===== src/design/wre_pkg.sv =====
// Package for the weighted rotor estimator: constants, types and helper functions.
package wre_pkg;

  localparam int FracBitsDef = 16;
  localparam int NumSums     = 9;
  localparam int NormBits    = 20;
  localparam int NumTerms    = 24;
  localparam int CnW         = NormBits + 1;

  typedef enum logic [2:0] {
    S_IDLE,
    S_ACC,
    S_CSUM,
    S_NORM,
    S_POLY,
    S_DIV,
    S_DWAIT,
    S_OUT
  } wre_state_e;

  // One triple product of the closed-form solve: sign * c[ia] * c[ib] * c[ic].
  typedef struct packed {
    logic [3:0] ia;
    logic [3:0] ib;
    logic [3:0] ic;
    logic       neg;
    logic [1:0] tgt;   // 0: determinant, 1..3: numerators x, y, z
  } wre_term_t;

  typedef struct packed {
    logic               start;
    logic signed [63:0] num;
    logic signed [63:0] den;
  } wre_div_req_t;

  typedef struct packed {
    logic               done;
    logic signed [31:0] quo;
  } wre_div_rsp_t;

  function automatic wre_term_t term_lookup(input logic [4:0] k);
    wre_term_t t;
    unique case (k)
      5'd0:  t = '{4'd0, 4'd6, 4'd6, 1'b0, 2'd0};
      5'd1:  t = '{4'd1, 4'd7, 4'd7, 1'b0, 2'd0};
      5'd2:  t = '{4'd2, 4'd8, 4'd8, 1'b0, 2'd0};
      5'd3:  t = '{4'd6, 4'd7, 4'd8, 1'b0, 2'd0};
      5'd4:  t = '{4'd6, 4'd7, 4'd8, 1'b0, 2'd0};
      5'd5:  t = '{4'd0, 4'd1, 4'd2, 1'b1, 2'd0};
      5'd6:  t = '{4'd0, 4'd2, 4'd3, 1'b1, 2'd1};
      5'd7:  t = '{4'd7, 4'd7, 4'd3, 1'b0, 2'd1};
      5'd8:  t = '{4'd0, 4'd6, 4'd4, 1'b1, 2'd1};
      5'd9:  t = '{4'd7, 4'd8, 4'd4, 1'b1, 2'd1};
      5'd10: t = '{4'd2, 4'd8, 4'd5, 1'b1, 2'd1};
      5'd11: t = '{4'd6, 4'd7, 4'd5, 1'b1, 2'd1};
      5'd12: t = '{4'd1, 4'd0, 4'd4, 1'b1, 2'd2};
      5'd13: t = '{4'd8, 4'd8, 4'd4, 1'b0, 2'd2};
      5'd14: t = '{4'd1, 4'd7, 4'd5, 1'b1, 2'd2};
      5'd15: t = '{4'd8, 4'd6, 4'd5, 1'b1, 2'd2};
      5'd16: t = '{4'd0, 4'd6, 4'd3, 1'b1, 2'd2};
      5'd17: t = '{4'd7, 4'd8, 4'd3, 1'b1, 2'd2};
      5'd18: t = '{4'd2, 4'd1, 4'd5, 1'b1, 2'd3};
      5'd19: t = '{4'd6, 4'd6, 4'd5, 1'b0, 2'd3};
      5'd20: t = '{4'd2, 4'd8, 4'd3, 1'b1, 2'd3};
      5'd21: t = '{4'd6, 4'd7, 4'd3, 1'b1, 2'd3};
      5'd22: t = '{4'd1, 4'd7, 4'd4, 1'b1, 2'd3};
      5'd23: t = '{4'd8, 4'd6, 4'd4, 1'b1, 2'd3};
      default: t = '0;
    endcase
    return t;
  endfunction

  function automatic logic signed [63:0] sat_add64(input logic signed [63:0] a,
                                                   input logic signed [63:0] b);
    logic signed [64:0] s;
    s = {a[63], a} + {b[63], b};
    if (s[64] != s[63]) return s[64] ? 64'sh8000_0000_0000_0000 : 64'sh7FFF_FFFF_FFFF_FFFF;
    return s[63:0];
  endfunction

  function automatic logic signed [63:0] sat_sub64(input logic signed [63:0] a,
                                                   input logic signed [63:0] b);
    logic signed [64:0] s;
    s = {a[63], a} - {b[63], b};
    if (s[64] != s[63]) return s[64] ? 64'sh8000_0000_0000_0000 : 64'sh7FFF_FFFF_FFFF_FFFF;
    return s[63:0];
  endfunction

  // floor((a+b)/2) without overflow
  function automatic logic signed [63:0] half_sum64(input logic signed [63:0] a,
                                                    input logic signed [63:0] b);
    logic signed [64:0] s;
    s = {a[63], a} + {b[63], b};
    return s[64:1];
  endfunction

  function automatic logic [63:0] mag64(input logic signed [63:0] v);
    return v[63] ? 64'(-v) : 64'(v);
  endfunction

endpackage


===== src/design/wre_div.sv =====
// Bit-serial fixed-point divider: saturating N * 2^FracBits / D into signed 32 bits.
module wre_div #(
  parameter int FracBits = wre_pkg::FracBitsDef
) (
  input  logic                  clk_i,
  input  logic                  rst_ni,
  input  wre_pkg::wre_div_req_t req_i,
  output wre_pkg::wre_div_rsp_t rsp_o
);
  import wre_pkg::*;

  localparam int IntBits = 32 - FracBits;

  logic        busy_q, done_q, sat_q, neg_q;
  logic [63:0] ud_q, r_q;
  logic [31:0] nsh_q, quo_q;
  logic [4:0]  cnt_q;

  logic [63:0] un, ud;
  logic        sat_chk;
  logic [64:0] rs, rdiff;
  logic        ge;
  logic [31:0] qu, qm;

  always_comb begin
    un      = mag64(req_i.num);
    ud      = mag64(req_i.den);
    sat_chk = {32'b0, un} >= ({32'b0, ud} << IntBits);
    rs      = {r_q, nsh_q[31]};
    ge      = rs >= {1'b0, ud_q};
    rdiff   = rs - {1'b0, ud_q};
  end

  always_ff @(posedge clk_i or negedge rst_ni) begin
    if (!rst_ni) begin
      busy_q <= 1'b0;
      done_q <= 1'b0;
      cnt_q  <= '0;
    end else begin
      done_q <= 1'b0;
      if (req_i.start) begin
        cnt_q <= '0;
        if (sat_chk) begin
          done_q <= 1'b1;
          busy_q <= 1'b0;
        end else begin
          busy_q <= 1'b1;
        end
      end else if (busy_q) begin
        cnt_q <= cnt_q + 5'd1;
        if (cnt_q == 5'd31) begin
          busy_q <= 1'b0;
          done_q <= 1'b1;
        end
      end
    end
  end

  always_ff @(posedge clk_i) begin
    if (req_i.start) begin
      neg_q <= req_i.num[63] ^ req_i.den[63];
      sat_q <= sat_chk;
      ud_q  <= ud;
      r_q   <= un >> IntBits;
      nsh_q <= 32'(un << FracBits);
      quo_q <= '0;
    end else if (busy_q) begin
      r_q   <= ge ? rdiff[63:0] : rs[63:0];
      quo_q <= {quo_q[30:0], ge};
      nsh_q <= {nsh_q[30:0], 1'b0};
    end
  end

  always_comb begin
    qu = sat_q ? 32'hFFFF_FFFF : quo_q;
    if (neg_q) begin
      qm = (qu > 32'h8000_0000) ? 32'h8000_0000 : qu;
      rsp_o.quo = -$signed(qm);
    end else begin
      qm = (qu > 32'h7FFF_FFFF) ? 32'h7FFF_FFFF : qu;
      rsp_o.quo = $signed(qm);
    end
    rsp_o.done = done_q;
  end

  assert property (@(posedge clk_i) disable iff (!rst_ni) done_q |-> !busy_q)
    else $error("divider done while still busy");
  assert property (@(posedge clk_i) disable iff (!rst_ni)
                   (busy_q && cnt_q == 5'd31) |=> done_q)
    else $error("divider did not finish after 32 steps");
  assert property (@(posedge clk_i) disable iff (!rst_ni) busy_q && !req_i.start |=> !sat_q)
    else $error("saturated quotient went through the bit loop");

endmodule


===== config.mk =====
export PLATFORM = sky130hd
export DESIGN_NAME = wre_div
export DESIGN_NICKNAME = d
export VERILOG_FILES = /design/src/design/wre_pkg.sv /design/src/design/wre_div.sv
export SDC_FILE = /design/constraint.sdc
export NUM_CORES = 1
export LEC_CHECK = 0
export ABC_CLOCK_PERIOD_IN_PS = 4730
export BUFFER_PORTS_ARGS = -buffer_cell sky130_fd_sc_hd__buf_2
export CORE_AREA = 2 2 188 190
export DETAILED_ROUTE_END_ITERATION = 8
export DIE_AREA = 0 0 190 192
export PLACE_DENSITY_LB_ADDON = 0.08
export SETUP_SLACK_MARGIN = 0.15
export SYNTH_ARGS = -nofsm -noshare
export SYNTH_HDL_FRONTEND = slang
export SYNTH_SLANG_ARGS = --single-unit

===== constraint.sdc =====
create_clock -name clk_i -period 4.73 [get_ports clk_i]
set_clock_uncertainty 0.2 [all_clocks]
set_input_delay 0.473 -clock clk_i [delete_from_list [all_inputs] [get_ports clk_i]]
set_output_delay 0.473 -clock clk_i [all_outputs]
set_load 0.02 [all_outputs]

==> run metrics <==
Synth Net Count=2310; Slew headroom=31.0%; worst r2r path cells=14; first-pass GRT wire length=87100 um; critical path, cell by cell=buf_6 -> or4_4 -> nor4_4 -> or3b_4 -> or4_4 -> nor2_4 -> nand2_2 -> o31ai_4 -> xnor2_1 -> ha_1 -> nand4_1 -> or2_4 -> or4_4 -> buf_4 -> a2111oi_4 -> a211o_1 -> a31oi_1 -> o21ai_1 -> nand4_1 -> a22o_1; estimated wirelength of the detail-placed design=43800 um; I/O pins=164; Psw=3.22 mW; min-delay src=req_i[62]; Critical Path Sink Type=register; FFs w/ async S/R, synth=3.78%; Slew @ Worst Pin=1.01 ns; power share of the clock group=19.8%; CTS tree=built; average wire per standard cell=19.7 um; RSZ-0062 raised after global routing=true; sequential area share after synthesis=29.6%; fin crit share=107%; latest clock arrival within the worst-skew pair=0.47 ns; failing checks=setup timing; die area=0.0365 sq mm; grt ovf=0; Tot Pwr=7.70 mW; Startpoint Class=input pin; Power Dens Cells=372 mW/mm^2; Setup TNS=-0.867 ns; final slew viol count=0; Routed Antenna Nets=0; grt met3 use=6.19%; Critical Path Source=req_i[76]; CORE AREA=0.0343 sq mm; Crit path top cell by count=or4_4; Worst Path Max Fanout=3; status=finished, violations left; Initial Util=49.7%; Post-synth EDFFs=130; ys flop type=edfxtp_1; placement-stage worst setup slack=-1.08 ns; Final Hold Fails=0; cells after synthesis=2061; final setup vio count=3; Hold Crit Class=in -> reg; leading area contributor after synthesis=edfxtp_1; Yosys cell types=87; YS warnings=0; minimum clock period=5.07 ns; gpl congestion=1.02; Final Cell Area=0.0207 sq mm; leakage=9.01 nW; post-synth top area share=22.9%; fmax=197 MHz; grt met2 use=51.5%; Total Nets Final=2616; Final Worst Setup Slack=-0.338 ns; met1 Use GR=39.9%; clock-pin slew on the worst setup and hold paths=0.09 ns; Post-Syn Area=0.0170 sq mm; Peak VDD IR=0.000297 V; hold depth=2; Rows=68; H-Tree Depth=4; slowest stage delay, CP=0.55 ns; drt first pass iters=6; Routed WL=56100 um; CP max stage cell=or4_4; vias post-DR=16700; Crit Path Category=in -> reg; maxcap violations=0; Sw Share=41.8%; Area after DPL=0.0196 sq mm; share of cells above drive strength 1=22.4%; 1st-iter DRT viols=1246; most frequent cells in the layout=buf_4, nor2_1, a21oi_1, buf_2, nand2_1; Combinational Power Share=51.9%; CTS Buffer Depth=2; vias in the first global route=16000; Critical R2R Launch=ud_q[51]; CTS root buffer=clkbuf_16; Area Growth Syn to Fin=21.5%; commonest non-fill, non-tap cell in the layout=buf_4; sequential share of power=28.3%; DRC=0; chip width=190 um; largest net degree at the start of global routing=172; Worst Path Arrival=5.23 ns; synth top area cells=edfxtp_1, ha_1, dfxtp_1; Avg Cell Area, Syn=8.27 sq um; Num CTS Buffers=17; Total GRT Usage=30.6%; Vias/cell=5.86; busiest layer in global routing=met2; Die Height=192 um; total internal power=4.48 mW; initial antenna violation count=16; Yosys reg bits=185; PortBufs=163; CP required=4.89 ns; Sink Count=185
## final timing paths
check	endpoint	slack (ns)
max	busy_q	-0.34
min	ud_q[63]	0.14
min reg2reg	r_q[58]	0.30
max in group asynchronous	busy_q	3.90
max reg2reg	r_q[29]	0.51
min in group asynchronous	busy_q	0.20
## power by group through the flow
stage	clock network, mW	logic (mW)	registers, mW
floorplan	0	2.71	2.16
global placement	0	3.82	2.20
detailed placement	0	3.86	2.21
CTS	1.55	3.92	2.17
global route	1.62	4.38	2.20
finish	1.53	4.00	2.18
## Yosys cell counts (all sizes together) (5+ instances only)
master,count
o41ai,15
nor2b,16
o31a,5
o31ai,43
and3,10
dfrtp,7
nand3,36
inv,159
mux2i,70
o21ai,129
a211oi,17
or3,18
a311oi,5
xor2,87
and2,5
nand2,164
clkbuf,76
a21oi,175
ha,117
mux2,31
nor4b,7
o21a,25
or4,16
a21o,43
nor2,194
a2bb2oi,5
a31oi,20
a2111oi,5
o21bai,15
a31o,6
nor3b,6
or2,11
nor4,37
dfxtp,48
o311ai,9
nor3,55
nand2b,12
edfxtp,130
o221ai,6
nand4,40
o211ai,10
buf,26
xnor2,96
## area by class of cell
class	count	area, sq um
Sequential cell	185	5040
Clock inverter	15	194
Fill cell	3118	13600
Inverter	159	597
Antenna cell	13	32.5
Multi-Input combinational cell	1615	11300
Clock buffer	17	425
Tap cell	455	569
Timing Repair Buffer	389	2600
## through the flow
| step | instances | utilization (%) | hold WS, ns |
|---|---|---|---|
| after floorplan | 2061 | - | -0.0226 |
| after global placement | 2774 | 57.1 | 0.152 |
| after detailed placement | 2774 | 57.1 | 0.157 |
| after CTS | 2820 | 59.5 | 0.121 |
| after global routing | 2843 | 60.4 | 0.131 |
| final | 2848 | 60.4 | 0.143 |
## per-layer routing
metal  up-vias  part of all wire, %
li1       8153                    -
met1      7940                   44
met2       498                   47
met3        87                  6.0
met4        10                  2.2
met5         -                 0.11
## timing repair
action,CTS,global route
hold buffers,1,0
pin swaps,13,15
endpoints found under the hold margin,7,0
buffers inserted,13,15
setup endpoints to repair,20,23
resized for setup,17,37
## kinds of logic (layout without fill, tap and decap cells)
family | count (synthesis) | in the layout | share of synthesized area (%)
DFF | 185 | 185 | 29.6
other | 0 | 13 | 0
AOI/OAI and AO/OA | 575 | 575 | 21.8
xor gates and xnor gates | 183 | 183 | 9.41
muxes | 101 | 101 | 6.16
buffers and inverters | 261 | 580 | 5.96
and+or+nand+nor | 638 | 638 | 18.4
adders and majority gates | 118 | 118 | 8.71
## critical path: cells and delay by family
| family | cells | cell delay, ns |
|---|---|---|
| compound gates | 6 | 1.12 |
| buf+inv | 2 | 0.26 |
| fa+ha+maj | 1 | 0.32 |
| simple gates | 10 | 2.91 |
| xor+xnor | 1 | 0.13 |
## sequential cells by signal, summed over array words and instances (netlist names)
signal,flops
neg_q,1
r_q,64
busy_q,1
ud_q,64
done_q,1
cnt_q,5
nsh_q,16
quo_q,32
sat_q,1
Note: power is estimated with default switching activity, not from simulation.
